--- config.mk ---
export PLATFORM = sky130hd
export DESIGN_NAME = paren_pair_extractor_flat
export DESIGN_NICKNAME = d
export VERILOG_FILES = /design/src/ppe_pkg.sv /design/src/ppe_stream_if.sv /design/src/ppe_front.sv /design/src/ppe_cmd_fifo.sv /design/src/ppe_back.sv /design/src/paren_pair_extractor.sv /design/src/flat_wrapper.sv
export SDC_FILE = /design/constraint.sdc
export NUM_CORES = 1
export LEC_CHECK = 0
export ABC_AREA = 1
export BUFFER_PORTS_ARGS = -buffer_cell sky130_fd_sc_hd__buf_2
export CAP_MARGIN = 20
export CORE_MARGIN = 5
export CORE_UTILIZATION = 35
export CTS_BUF_LIST = sky130_fd_sc_hd__clkbuf_8 sky130_fd_sc_hd__clkbuf_16
export DETAILED_ROUTE_END_ITERATION = 12
export HOLD_SLACK_MARGIN = 0.03
export SKIP_CTS_REPAIR_TIMING = 1
export SLEW_MARGIN = 10
export SYNTH_ARGS = -nofsm -noshare
export SYNTH_HDL_FRONTEND = slang
export SYNTH_SLANG_ARGS = --single-unit
--- constraint.sdc ---
create_clock -name i_clk -period 2.9 [get_ports i_clk]
set_input_delay 0.58 -clock i_clk [delete_from_list [all_inputs] [get_ports i_clk]]
set_output_delay 0.58 -clock i_clk [all_outputs]
set_load 0.05 [all_outputs]
--- src/ppe_pkg.sv ---
// ----------------------------------------------------------------------------
// ppe_pkg
// types and constants shared by the paren pair extractor
// ----------------------------------------------------------------------------
package ppe_pkg;

    localparam int POS_W       = 12;
    localparam int CHAR_W      = 8;
    localparam int QUEUE_DEPTH = 4;
    localparam int QUEUE_AW    = 2;

    localparam logic [CHAR_W-1:0] CH_NUL    = 8'h00;
    localparam logic [CHAR_W-1:0] CH_LPAREN = 8'h28;
    localparam logic [CHAR_W-1:0] CH_RPAREN = 8'h29;
    localparam logic [CHAR_W-1:0] CH_AND    = 8'h26;
    localparam logic [CHAR_W-1:0] CH_OR     = 8'h7c;

    typedef enum logic [1:0] {
        KIND_PAIR  = 2'd0,
        KIND_DONE  = 2'd1,
        KIND_ERROR = 2'd2
    } t_kind;

    typedef enum logic [2:0] {
        CMD_PUSH,
        CMD_OP,
        CMD_POP,
        CMD_DONE,
        CMD_ERR
    } t_cmd_code;

    typedef struct packed {
        t_cmd_code          code;
        logic [POS_W-1:0]   pos;
    } t_cmd;

endpackage

--- src/ppe_stream_if.sv ---
// ----------------------------------------------------------------------------
// ppe stream interfaces
// valid/ready channels for characters in and results out
// ----------------------------------------------------------------------------
interface ppe_char_if;
    logic       valid;
    logic       ready;
    logic [7:0] char_code;

    modport source (output valid, output char_code, input ready);
    modport sink   (input valid, input char_code, output ready);
endinterface

interface ppe_result_if;
    logic        valid;
    logic        ready;
    logic [1:0]  kind;
    logic [11:0] open_pos;
    logic        op_valid;
    logic [11:0] op_pos;
    logic [11:0] close_pos;

    modport source (output valid, output kind, output open_pos, output op_valid,
                    output op_pos, output close_pos, input ready);
    modport sink   (input valid, input kind, input open_pos, input op_valid,
                    input op_pos, input close_pos, output ready);
endinterface

--- src/ppe_front.sv ---
// ----------------------------------------------------------------------------
// ppe_front
// accepts characters, tracks position and stack depth, issues stack commands
// ----------------------------------------------------------------------------
module ppe_front import ppe_pkg::*; #(
    parameter int STACK_DEPTH = 16,
    parameter int MAX_LEN     = 4096,
    parameter int IW          = $clog2(STACK_DEPTH)
) (
    input  logic          i_clk,
    input  logic          i_rst_n,
    ppe_char_if.sink      i_char,
    input  logic          i_q_full,
    output logic          o_cmd_valid,
    output t_cmd          o_cmd,
    output logic [IW-1:0] o_idx
);

    localparam int CW = $clog2(STACK_DEPTH + 1);
    localparam int PW = $clog2(MAX_LEN + 1);
    localparam logic [CW-1:0] DEPTH_CNT = CW'(STACK_DEPTH);
    localparam logic [PW-1:0] MAX_POS   = PW'(MAX_LEN);

    logic [PW-1:0] r_pos, n_pos;
    logic [CW-1:0] r_count, n_count;
    logic          r_op_seen, n_op_seen;
    logic          r_discard, n_discard;
    logic [CW-1:0] count_m1;
    logic          accept;

    assign i_char.ready = !i_q_full;
    assign accept       = i_char.valid && i_char.ready;
    assign count_m1     = r_count - CW'(1);

    always_comb begin
        n_pos       = r_pos;
        n_count     = r_count;
        n_op_seen   = r_op_seen;
        n_discard   = r_discard;
        o_cmd_valid = 1'b0;
        o_cmd.code  = CMD_DONE;
        o_cmd.pos   = POS_W'(r_pos);
        o_idx       = count_m1[IW-1:0];
        if (accept) begin
            if (i_char.char_code == CH_NUL) begin
                n_pos     = '0;
                n_count   = '0;
                n_op_seen = 1'b0;
                n_discard = 1'b0;
                if (!r_discard) begin
                    o_cmd_valid = 1'b1;
                    o_cmd.code  = CMD_DONE;
                end
            end else if (!r_discard) begin
                if (r_pos >= MAX_POS) begin
                    o_cmd_valid = 1'b1;
                    o_cmd.code  = CMD_ERR;
                    n_discard   = 1'b1;
                end else begin
                    n_pos = r_pos + PW'(1);
                    case (i_char.char_code)
                        CH_LPAREN: begin
                            o_cmd_valid = 1'b1;
                            if (r_count >= DEPTH_CNT) begin
                                o_cmd.code = CMD_ERR;
                                n_discard  = 1'b1;
                            end else begin
                                o_cmd.code = CMD_PUSH;
                                o_idx      = r_count[IW-1:0];
                                n_count    = r_count + CW'(1);
                                n_op_seen  = 1'b0;
                            end
                        end
                        CH_AND, CH_OR: begin
                            o_cmd_valid = 1'b1;
                            if (r_op_seen || r_count == '0) begin
                                o_cmd.code = CMD_ERR;
                                n_discard  = 1'b1;
                            end else begin
                                o_cmd.code = CMD_OP;
                                n_op_seen  = 1'b1;
                            end
                        end
                        CH_RPAREN: begin
                            o_cmd_valid = 1'b1;
                            if (r_count == '0) begin
                                o_cmd.code = CMD_ERR;
                                n_discard  = 1'b1;
                            end else begin
                                o_cmd.code = CMD_POP;
                                n_count    = count_m1;
                                n_op_seen  = 1'b0;
                            end
                        end
                        default: begin
                        end
                    endcase
                end
            end
        end
    end

    always_ff @(posedge i_clk) begin
        if (!i_rst_n) begin
            r_pos     <= '0;
            r_count   <= '0;
            r_op_seen <= 1'b0;
            r_discard <= 1'b0;
        end else begin
            r_pos     <= n_pos;
            r_count   <= n_count;
            r_op_seen <= n_op_seen;
            r_discard <= n_discard;
        end
    end

endmodule

--- src/ppe_cmd_fifo.sv ---
// ----------------------------------------------------------------------------
// ppe_cmd_fifo
// short command queue between the front and back ends
// ----------------------------------------------------------------------------
module ppe_cmd_fifo import ppe_pkg::*; #(
    parameter int WIDTH = 16
) (
    input  logic             i_clk,
    input  logic             i_rst_n,
    input  logic             i_push,
    input  logic [WIDTH-1:0] i_data,
    output logic             o_full,
    input  logic             i_pop,
    output logic             o_valid,
    output logic [WIDTH-1:0] o_data
);

    logic [WIDTH-1:0]    r_mem [QUEUE_DEPTH];
    logic [QUEUE_AW-1:0] r_wptr;
    logic [QUEUE_AW-1:0] r_rptr;
    logic [QUEUE_AW:0]   r_fill;
    logic                do_push;
    logic                do_pop;

    assign o_full  = (r_fill == (QUEUE_AW + 1)'(QUEUE_DEPTH));
    assign o_valid = (r_fill != '0);
    assign o_data  = r_mem[r_rptr];
    assign do_push = i_push && !o_full;
    assign do_pop  = i_pop && o_valid;

    always_ff @(posedge i_clk) begin
        if (do_push) begin
            r_mem[r_wptr] <= i_data;
        end
    end

    always_ff @(posedge i_clk) begin
        if (!i_rst_n) begin
            r_wptr <= '0;
            r_rptr <= '0;
            r_fill <= '0;
        end else begin
            if (do_push) begin
                r_wptr <= r_wptr + QUEUE_AW'(1);
            end
            if (do_pop) begin
                r_rptr <= r_rptr + QUEUE_AW'(1);
            end
            case ({do_push, do_pop})
                2'b10:   r_fill <= r_fill + (QUEUE_AW + 1)'(1);
                2'b01:   r_fill <= r_fill - (QUEUE_AW + 1)'(1);
                default: r_fill <= r_fill;
            endcase
        end
    end

endmodule

--- src/ppe_back.sv ---
// ----------------------------------------------------------------------------
// ppe_back
// runs stack commands on the entry memory and holds the result register
// ----------------------------------------------------------------------------
module ppe_back import ppe_pkg::*; #(
    parameter int STACK_DEPTH = 16,
    parameter int IW          = $clog2(STACK_DEPTH)
) (
    input  logic          i_clk,
    input  logic          i_rst_n,
    input  logic          i_q_valid,
    input  t_cmd          i_q_cmd,
    input  logic [IW-1:0] i_q_idx,
    output logic          o_q_pop,
    ppe_result_if.source  o_result
);

    logic [POS_W-1:0] r_open_mem [STACK_DEPTH];
    logic [POS_W:0]   r_op_mem   [STACK_DEPTH];

    logic             r_out_valid;
    t_kind            r_out_kind;
    logic [POS_W-1:0] r_out_close;
    logic [POS_W-1:0] r_rd_open;
    logic [POS_W:0]   r_rd_op;
    logic             advance;
    logic             has_result;
    t_kind            n_kind;

    assign advance = !r_out_valid || o_result.ready;
    assign o_q_pop = i_q_valid && advance;

    always_comb begin
        has_result = 1'b0;
        n_kind     = KIND_PAIR;
        case (i_q_cmd.code)
            CMD_POP: begin
                has_result = 1'b1;
                n_kind     = KIND_PAIR;
            end
            CMD_DONE: begin
                has_result = 1'b1;
                n_kind     = KIND_DONE;
            end
            CMD_ERR: begin
                has_result = 1'b1;
                n_kind     = KIND_ERROR;
            end
            default: begin
                has_result = 1'b0;
            end
        endcase
    end

    // stack entry memory
    always_ff @(posedge i_clk) begin
        if (o_q_pop) begin
            case (i_q_cmd.code)
                CMD_PUSH: begin
                    r_open_mem[i_q_idx] <= i_q_cmd.pos;
                    r_op_mem[i_q_idx]   <= '0;
                end
                CMD_OP: begin
                    r_op_mem[i_q_idx] <= {1'b1, i_q_cmd.pos};
                end
                CMD_POP: begin
                    r_rd_open <= r_open_mem[i_q_idx];
                    r_rd_op   <= r_op_mem[i_q_idx];
                end
                default: begin
                end
            endcase
        end
    end

    always_ff @(posedge i_clk) begin
        if (o_q_pop && has_result) begin
            r_out_kind  <= n_kind;
            r_out_close <= i_q_cmd.pos;
        end
    end

    always_ff @(posedge i_clk) begin
        if (!i_rst_n) begin
            r_out_valid <= 1'b0;
        end else if (advance) begin
            r_out_valid <= o_q_pop && has_result;
        end
    end

    assign o_result.valid     = r_out_valid;
    assign o_result.kind      = r_out_kind;
    assign o_result.open_pos  = (r_out_kind == KIND_PAIR) ? r_rd_open : '0;
    assign o_result.op_valid  = (r_out_kind == KIND_PAIR) ? r_rd_op[POS_W] : 1'b0;
    assign o_result.op_pos    = (r_out_kind == KIND_PAIR) ? r_rd_op[POS_W-1:0] : '0;
    assign o_result.close_pos = (r_out_kind == KIND_PAIR) ? r_out_close : '0;

endmodule

--- src/paren_pair_extractor.sv ---
// an accepted character's command is queued, then its result is registered
// throughput is one character per cycle unless the queue is full, set by the
// front classifier and one stack memory access per cycle in the back end
// reset is synchronous, active low: counters, queue and result valid clear at once
// stack entries are not cleared; only entries below the current depth are read
// ----------------------------------------------------------------------------
// paren_pair_extractor
// matches parentheses in a character stream and reports pair positions
// ----------------------------------------------------------------------------
module paren_pair_extractor import ppe_pkg::*; #(
    parameter int STACK_DEPTH = 16,
    parameter int MAX_LEN     = 4096
) (
    input  logic         i_clk,
    input  logic         i_rst_n,
    ppe_char_if.sink     i_char,
    ppe_result_if.source o_result
);

    localparam int IW = $clog2(STACK_DEPTH);
    localparam int QW = IW + $bits(t_cmd);

    logic          cmd_valid;
    t_cmd          cmd;
    logic [IW-1:0] cmd_idx;
    logic          q_full;
    logic          q_valid;
    logic          q_pop;
    logic [QW-1:0] q_data;
    t_cmd          q_cmd;
    logic [IW-1:0] q_idx;

    ppe_front #(
        .STACK_DEPTH (STACK_DEPTH),
        .MAX_LEN     (MAX_LEN),
        .IW          (IW)
    ) u_front (
        .i_clk       (i_clk),
        .i_rst_n     (i_rst_n),
        .i_char      (i_char),
        .i_q_full    (q_full),
        .o_cmd_valid (cmd_valid),
        .o_cmd       (cmd),
        .o_idx       (cmd_idx)
    );

    ppe_cmd_fifo #(
        .WIDTH (QW)
    ) u_fifo (
        .i_clk   (i_clk),
        .i_rst_n (i_rst_n),
        .i_push  (cmd_valid),
        .i_data  ({cmd_idx, cmd}),
        .o_full  (q_full),
        .i_pop   (q_pop),
        .o_valid (q_valid),
        .o_data  (q_data)
    );

    assign q_cmd = q_data[$bits(t_cmd)-1:0];
    assign q_idx = q_data[QW-1:$bits(t_cmd)];

    ppe_back #(
        .STACK_DEPTH (STACK_DEPTH),
        .IW          (IW)
    ) u_back (
        .i_clk     (i_clk),
        .i_rst_n   (i_rst_n),
        .i_q_valid (q_valid),
        .i_q_cmd   (q_cmd),
        .i_q_idx   (q_idx),
        .o_q_pop   (q_pop),
        .o_result  (o_result)
    );

endmodule

--- src/flat_wrapper.sv ---
// flat-port wrapper written by rule: the top's interface ports become plain ports
module paren_pair_extractor_flat import ppe_pkg::*;
#(
    parameter int STACK_DEPTH = 16,
    parameter int MAX_LEN     = 4096
)
  (i_clk, i_rst_n, i_char_valid, i_char_char_code, i_char_ready, o_result_valid, o_result_kind, o_result_open_pos, o_result_op_valid, o_result_op_pos, o_result_close_pos, o_result_ready);
  ppe_char_if i_char_i ();
  ppe_result_if o_result_i ();
  input  logic i_clk;
  input  logic i_rst_n;
  input wire logic [$bits(i_char_i.valid)-1:0] i_char_valid;
  input wire logic [$bits(i_char_i.char_code)-1:0] i_char_char_code;
  output wire logic [$bits(i_char_i.ready)-1:0] i_char_ready;
  output wire logic [$bits(o_result_i.valid)-1:0] o_result_valid;
  output wire logic [$bits(o_result_i.kind)-1:0] o_result_kind;
  output wire logic [$bits(o_result_i.open_pos)-1:0] o_result_open_pos;
  output wire logic [$bits(o_result_i.op_valid)-1:0] o_result_op_valid;
  output wire logic [$bits(o_result_i.op_pos)-1:0] o_result_op_pos;
  output wire logic [$bits(o_result_i.close_pos)-1:0] o_result_close_pos;
  input wire logic [$bits(o_result_i.ready)-1:0] o_result_ready;
  assign i_char_i.valid = i_char_valid;
  assign i_char_i.char_code = i_char_char_code;
  assign i_char_ready = i_char_i.ready;
  assign o_result_valid = o_result_i.valid;
  assign o_result_kind = o_result_i.kind;
  assign o_result_open_pos = o_result_i.open_pos;
  assign o_result_op_valid = o_result_i.op_valid;
  assign o_result_op_pos = o_result_i.op_pos;
  assign o_result_close_pos = o_result_i.close_pos;
  assign o_result_i.ready = o_result_ready;
  paren_pair_extractor #(.STACK_DEPTH(STACK_DEPTH), .MAX_LEN(MAX_LEN)) u_core (.i_clk(i_clk), .i_rst_n(i_rst_n), .i_char(i_char_i), .o_result(o_result_i));
endmodule
==> qor.csv, run 1 <==
metric,value,unit
syn_avg_cell_area,10.0,um2
drc,0,
min_from,i_rst_n,
grt_pass1_wl,91500,um
port_buffers,52,
die-area,73400,um2
ys_ff_latch,545,
area_growth,13.5,%
ys_async_sr_fraction,0,%
hp-class,primary input to flop,
end_kind,flop,
clockRootBuffer,clkbuf_16,
grt_pass1_vias,15600,
nets,2483,
outcome,"finished, final reports clean",
tightest_slew,901,ps
critPathMaxFanout,18,
period_share,90.7,%
critPathArrivalTime,2920,ps
synth.net_count,2404,
dp.final_hpwl,35200,um
peakVddDrop,0.509,mV
die_w,271,um
grt_overflow,0,
maxCapViolations,0,
core-area,67400,um2
wire_per_inst,17.4,um
synthMostInstantiatedCell,nand2_1,
via_per_inst,4.82,
drt-initial-drc-count,1373,
cts.sinks,545,
critPathMaxStageDelay,370,ps
drive_gt1_share,9.74,%
ys.flop_type,edfxtp_1,
htreeDepth,2,
wirelength,58900,um
synthTopCellsByArea,"edfxtp_1 (65%), nand2_1 (16%), nand3_1 (4.9%), nor2_1 (2.7%), dfxtp_1 (2.5%)",
synth_enable_flop_cells,515,
finalHoldViolations,0,
start_util,35.3,%
clkLatencyLatePin,610,ps
required,3190,ps
netlist_area,23800,um2
n_antenna_cell,0,
grt_usage,15.7,%
synth_cells,2382,
slew_violations,0,
start_kind,flop,
cts_buffers,56,
clock_path_buffers,3,
power.leakage,0.0113,uW
rsz0062_at_grt,no,
critical_path_buf_inv_count,4,
seq_area_frac_synth,67.4,%
synthTopCellsByCount,"nand2_1 (1020), edfxtp_1 (515), nand3_1 (232)",
period_needed,2630,ps
slew_headroom,39.9,%
postRouteAntennaNets,0,
synthDistinctLibCells,34,
finalSetupViolCount,0,
die_height,271,um
grt_max_degree,74,
total_power,25900,uW
yosys_warnings,0,
gp_congestion,0.844,
num_rows,95,
cts_tree,yes,
antenna_found_initial,0,
finish.utilization,40.1,%
synth_top_area_share,64.9,%
p_per_area,958,nW/um2
setup.worst_path.class,flop to flop,
cp_top_family,buffers and inverters,
vias,16300,
fin_setup_tns,0,ps
cpMaxStageDelayCell,dfxtp_1,
finClkSkew,31.5,ps
clk_pin_slew,60,ps
io-pin-count,53,
crit_path_cell_trace,inv_2 -> nand3_1 -> nand2_1 -> nand2_2 -> inv_2 -> buf_12 -> nand2_1 -> nor2_1 -> buf_4,
dr.pass1.iters,5,
synth_top_cell_by_area,edfxtp_1,
max_clock_freq,380,MHz
[metal layers]
layer	up-vias	share of wire, %	global-route usage (%)	wire (um)
met4	0	2.1	3.77	1210
met3	79	6.1	2.49	3620
met2	473	48	26.6	28400
met1	7735	44	21.3	25700
li1	8002	-	-	-
met5	-	0	0	0
[registers in the layout, indices dropped and copies added, names as in the netlist, named ones only]
signal	cells
u_core.u_back.o_result.valid	1
u_core.u_fifo.r_rptr	2
u_core.u_back.r_rd_open	12
u_core.u_back.r_rd_op	13
u_core.u_fifo.r_mem	76
u_core.u_front.r_count	5
u_core.u_fifo.r_fill	3
u_core.u_front.r_pos	13
u_core.u_back.r_op_mem	208
u_core.u_back.o_result.kind	2
u_core.u_front.r_discard	1
u_core.u_front.r_op_seen	1
u_core.u_back.r_out_close	12
u_core.u_fifo.r_wptr	2
u_core.u_back.r_open_mem	192
[report_power, final]
| group | internal (uW) | leakage (uW) | switching [uW] |
|---|---|---|---|
| Sequential | 9810 | 0.00499 | 136 |
| Clock | 3770 | 0.000893 | 2930 |
| Combinational | 2270 | 0.00540 | 6970 |
| Total | 15900 | 0.0113 | 10000 |
[cell families after synthesis]
logic type / count (synthesis) / share of synthesized area, %
AO/OA/AOI/OAI: 86 / 1.91
XOR/XNOR: 5 / 0.184
adder cells (fa/ha/maj): 10 / 0.557
buffers and inverters: 275 / 5.24
flip-flops: 545 / 67.4
AND/OR/NAND/NOR: 1461 / 24.7
[path summary, 6_finish.rpt]
path,to,slack [ps],depth (start not counted)
setup / recovery,u_core.u_back.r_op_mem[3][4],270,9
hold / removal,u_core.u_front.r_op_seen,350,3
setup reg to reg,u_core.u_back.r_op_mem[3][4],270,9
hold reg to reg,u_core.u_front.r_op_seen,490,2
[worst min-delay path: stages]
cell and delay (ps):
buf_2 190, nand2_1 100, a21oi_1 40
[metrics by stage]
stage / cell area, um2 / instances / hold slack, ps / setup slack [ps]
2_1_floorplan: 23800 / 2382 / 436 / 186
3_3_place_gp: 25300 / 3275 / 461 / 96.0
3_5_place_dp: 25300 / 3276 / 479 / 33.7
4_1_cts: 27000 / 3378 / 319 / 58.4
5_1_grt: 27000 / 3378 / 341 / 121
6_report: 27000 / 3378 / 349 / 271
[layout make-up]
class                      count  area, um2
sequential                   545      16100
fill                        6425      40400
tap                          873       1090
clock inverter                44        254
multi-input combinational   1562       6600
inverter                     156        592
timing repair buffer         140        978
clock buffer                  58       1450
[layout by cell type, fill, tap and decap left out, types with 3 or more instances in the layout]
| cell type | instances |
|---|---|
| nand4_1 | 8 |
| nand3_1 | 232 |
| buf_12 | 3 |
| nor3_2 | 6 |
| xor2_1 | 5 |
| nand2_2 | 3 |
| clkinv_2 | 6 |
| inv_1 | 162 |
| nor3_1 | 9 |
| inv_2 | 9 |
| buf_4 | 84 |
| nand2_1 | 1019 |
| nor2_1 | 170 |
| clkbuf_16 | 58 |
| ha_1 | 9 |
| clkinv_1 | 15 |
| edfxtp_1 | 515 |
| a21oi_1 | 36 |
| dfxtp_1 | 30 |
| nor2_2 | 3 |
| o21ai_0 | 43 |
| buf_2 | 52 |
Note: power is estimated with default switching activity, not from simulation.
==> run 2: changes to the inputs <==
Settings changed: CORE_MARGIN 5 to not set.
Clock period 2.9 ns to 2.4 ns, I/O delays scaled along.
==> run 2 against run 1 <==
Clock skew fell by 7.6 ps. Count of clock-buffer cells in the layout fell by 2. Via count grew 1.0%. Worst hold slack got worse by 89 ps. Setup slack lost 250 ps. Die area is 5.8% lower. Power increased by 26%. Critical path depth is 5 lower. Clock power up 25%. Final area increased by 4.0%. Register-to-register slack worse by 70 ps. Critical path type is now flop to output port. Critical endpoint is now o_result_op_pos[11]. Largest power group is now combinational cells.
==> qor.csv, run 2 (synthesis gave the netlist of run 1 again) <==
metric,value,unit,change
grt_pass1_vias,16200,,+3.6%
port_buffers,52,,unchanged
clkLatencyLatePin,610,ps,about the same
setup.worst_path.class,flop to output port,,
antenna_found_initial,0,,unchanged
power.leakage,0.0116,uW,+2.7%
pre_cts_ws,-72.6,ps,-106 ps
cts_buffers,56,,unchanged
hp-class,primary input to flop,,
clk_pin_slew,60,ps,about the same
io-pin-count,53,,unchanged
worst_slack,23.1,ps,-247 ps
final_cell_area,28100,um2,+4.0%
finalHoldViolations,0,,unchanged
drive_gt1_share,12.4,%,+2.7 points
grt_overflow,0,,unchanged
postRouteAntennaNets,0,,unchanged
dr.pass1.iters,7,,+2
grt_pass1_wl,93000,um,+1.6%
via_per_inst,4.84,,+0.34%
clockRootBuffer,clkbuf_16,,
finClkSkew,23.9,ps,-7.60 ps
outcome,"finished, final reports clean",,
grt_usage,17.2,%,+1.5 points
p_per_area,1160,nW/um2,+22%
top_register,u_core.u_back.r_op_mem,,
grt_max_degree,78,,+5.4%
required,1920,ps,-1270 ps
cts.sinks,545,,unchanged
pwr-share-seq,36.6,%,-1.8 points
die_height,263,um,-3.0%
maxCapViolations,0,,unchanged
cell_internal_pwr,20100,uW,+27%
fillers,6345,,-1.2%
drc,0,,unchanged
max_clock_freq,421,MHz,
die_w,263,um,-3.0%
reg_top3,"u_core.u_back.r_op_mem: 208 flops, u_core.u_back.r_open_mem: 192 flops, u_core.u_fifo.r_mem: 76 flops",,
min_delay_worst_endpoint,u_core.u_fifo.r_wptr[0],,
cp-startpoint,u_core.u_back.o_result.kind[1],,
htreeDepth,2,,unchanged
start_util,35.4,%,+0.062 points
die-area,69100,um2,-5.8%
r2r-end,u_core.u_back.r_open_mem[13][2],,
critPathMaxFanout,16,,-2
combPwrFrac,37.9,%,+2.2 points
num_rows,95,,unchanged
peakVddDrop,0.611,mV,+20%
cts_tree,yes,,
wire_per_inst,17.6,um,+0.82%
vias,16500,,+1.0%
period_share,99.0,%,
core-area,67300,um2,-0.18%
min_from,i_rst_n,,
clock_power_share,25.5,%,-0.4 points
final_common_cell,nand2_1,,
critPathArrivalTime,1900,ps,-1020 ps
dp.final_hpwl,36100,um,+2.6%
gp_congestion,0.851,,+0.82%
finalSetupViolCount,0,,unchanged
wirelength,59800,um,+1.5%
area_growth,18.0,%,
whs_path_depth,3,,unchanged
timing.reg2reg.setup_slack,200,ps,-70 ps
nets,2508,,+1.0%
largest_register_ffs,208,,unchanged
p_switching,12600,uW,+26%
drt-initial-drc-count,1314,,-4.3%
n_antenna_cell,0,,unchanged
switching_share,38.6,%,-0.19 points
rsz0062_at_grt,yes,,
start_kind,flop,,
fin_setup_tns,0,ps,unchanged
tightest_slew,783,ps,-118 ps
r2r_cells,8,,-1
placed_cell_area,26100,um2,+3.2%
slew_headroom,47.7,%,+7.8 points
final_cell_mix,"nand2_1 (1017), edfxtp_1 (515), nand3_1 (231), inv_1 (156), nor2_1 (136)",,
end_kind,output port,,
clock_path_buffers,3,,unchanged
period_needed,2380,ps,
slew_violations,0,,unchanged
## run 2: cell types whose count changed in the layout (fill, tap and decap cells not counted), moves of 3 or more
cell,previous run,this run
bufinv_16,2,5
clkinv_2,6,10
inv_1,162,156
buf_2,52,15
nor2_1,170,136
buf_6,0,25
buf_12,3,49
nor2_2,3,37
clkinv_1,15,12
buf_4,84,74
## run 2: worst max path at each step
stage,to,cells past startpoint,slack [ps]
CTS,o_result_op_valid,4,-280
detailed placement,u_core.u_fifo.r_fill[2],16,-70
global placement,u_core.u_fifo.r_fill[2],16,-150
finish,o_result_op_pos[11],4,20
floorplan,u_core.u_fifo.r_mem[1][0],6,-130
global route,o_result_open_pos[0],4,-40
## run 2: routing by layer
layer / vias to the layer above / global-route usage (%) / routed length (um)
met5: - / 0 / 0
met4: 0 / 4.60 / 1350
met3: 84 / 2.67 / 3580
met2: 463 / 28.8 / 28900
met1: 7865 / 23.1 / 26000
li1: 8043 / - / -
## run 2: power by group through the flow
stage | sequential, uW | clock (uW) | combinational, uW
global route | 12000 | 8850 | 13700
detailed placement | 12200 | 0 | 12100
finish | 12000 | 8360 | 12400
global placement | 12200 | 0 | 12000
CTS | 12000 | 8520 | 12200
floorplan | 12200 | 0 | 7910
## run 2: layout make-up
cell class / count / area [um2] / share of cell area, %
clock buffer: 56 / 1400 / 4.98
timing repair buffer: 165 / 1920 / 6.81
multi-input combinational: 1562 / 6690 / 23.8
inverter: 156 / 592 / 2.10
tap: 873 / 1090 / 3.88
clock inverter: 44 / 355 / 1.26
sequential: 545 / 16100 / 57.1
## run 2: worst max-delay path: stages, from the launching register on
cell and delay, ps:
edfxtp_1 380, or2_4 350, buf_12 190, nor2_1 160, buf_6 180
## run 2: metrics by stage
| stage | hold slack, ps | instances | util, % | total power (uW) |
|---|---|---|---|---|
| 2_1_floorplan | 436 | 2382 | - | 20100 |
| 3_3_place_gp | 456 | 3301 | 38.9 | 24200 |
| 3_5_place_dp | 468 | 3301 | 38.9 | 24300 |
| 4_1_cts | 237 | 3401 | 41.5 | 32700 |
| 5_1_grt | 254 | 3401 | 41.8 | 34600 |
| 6_report | 260 | 3401 | 41.8 | 32700 |
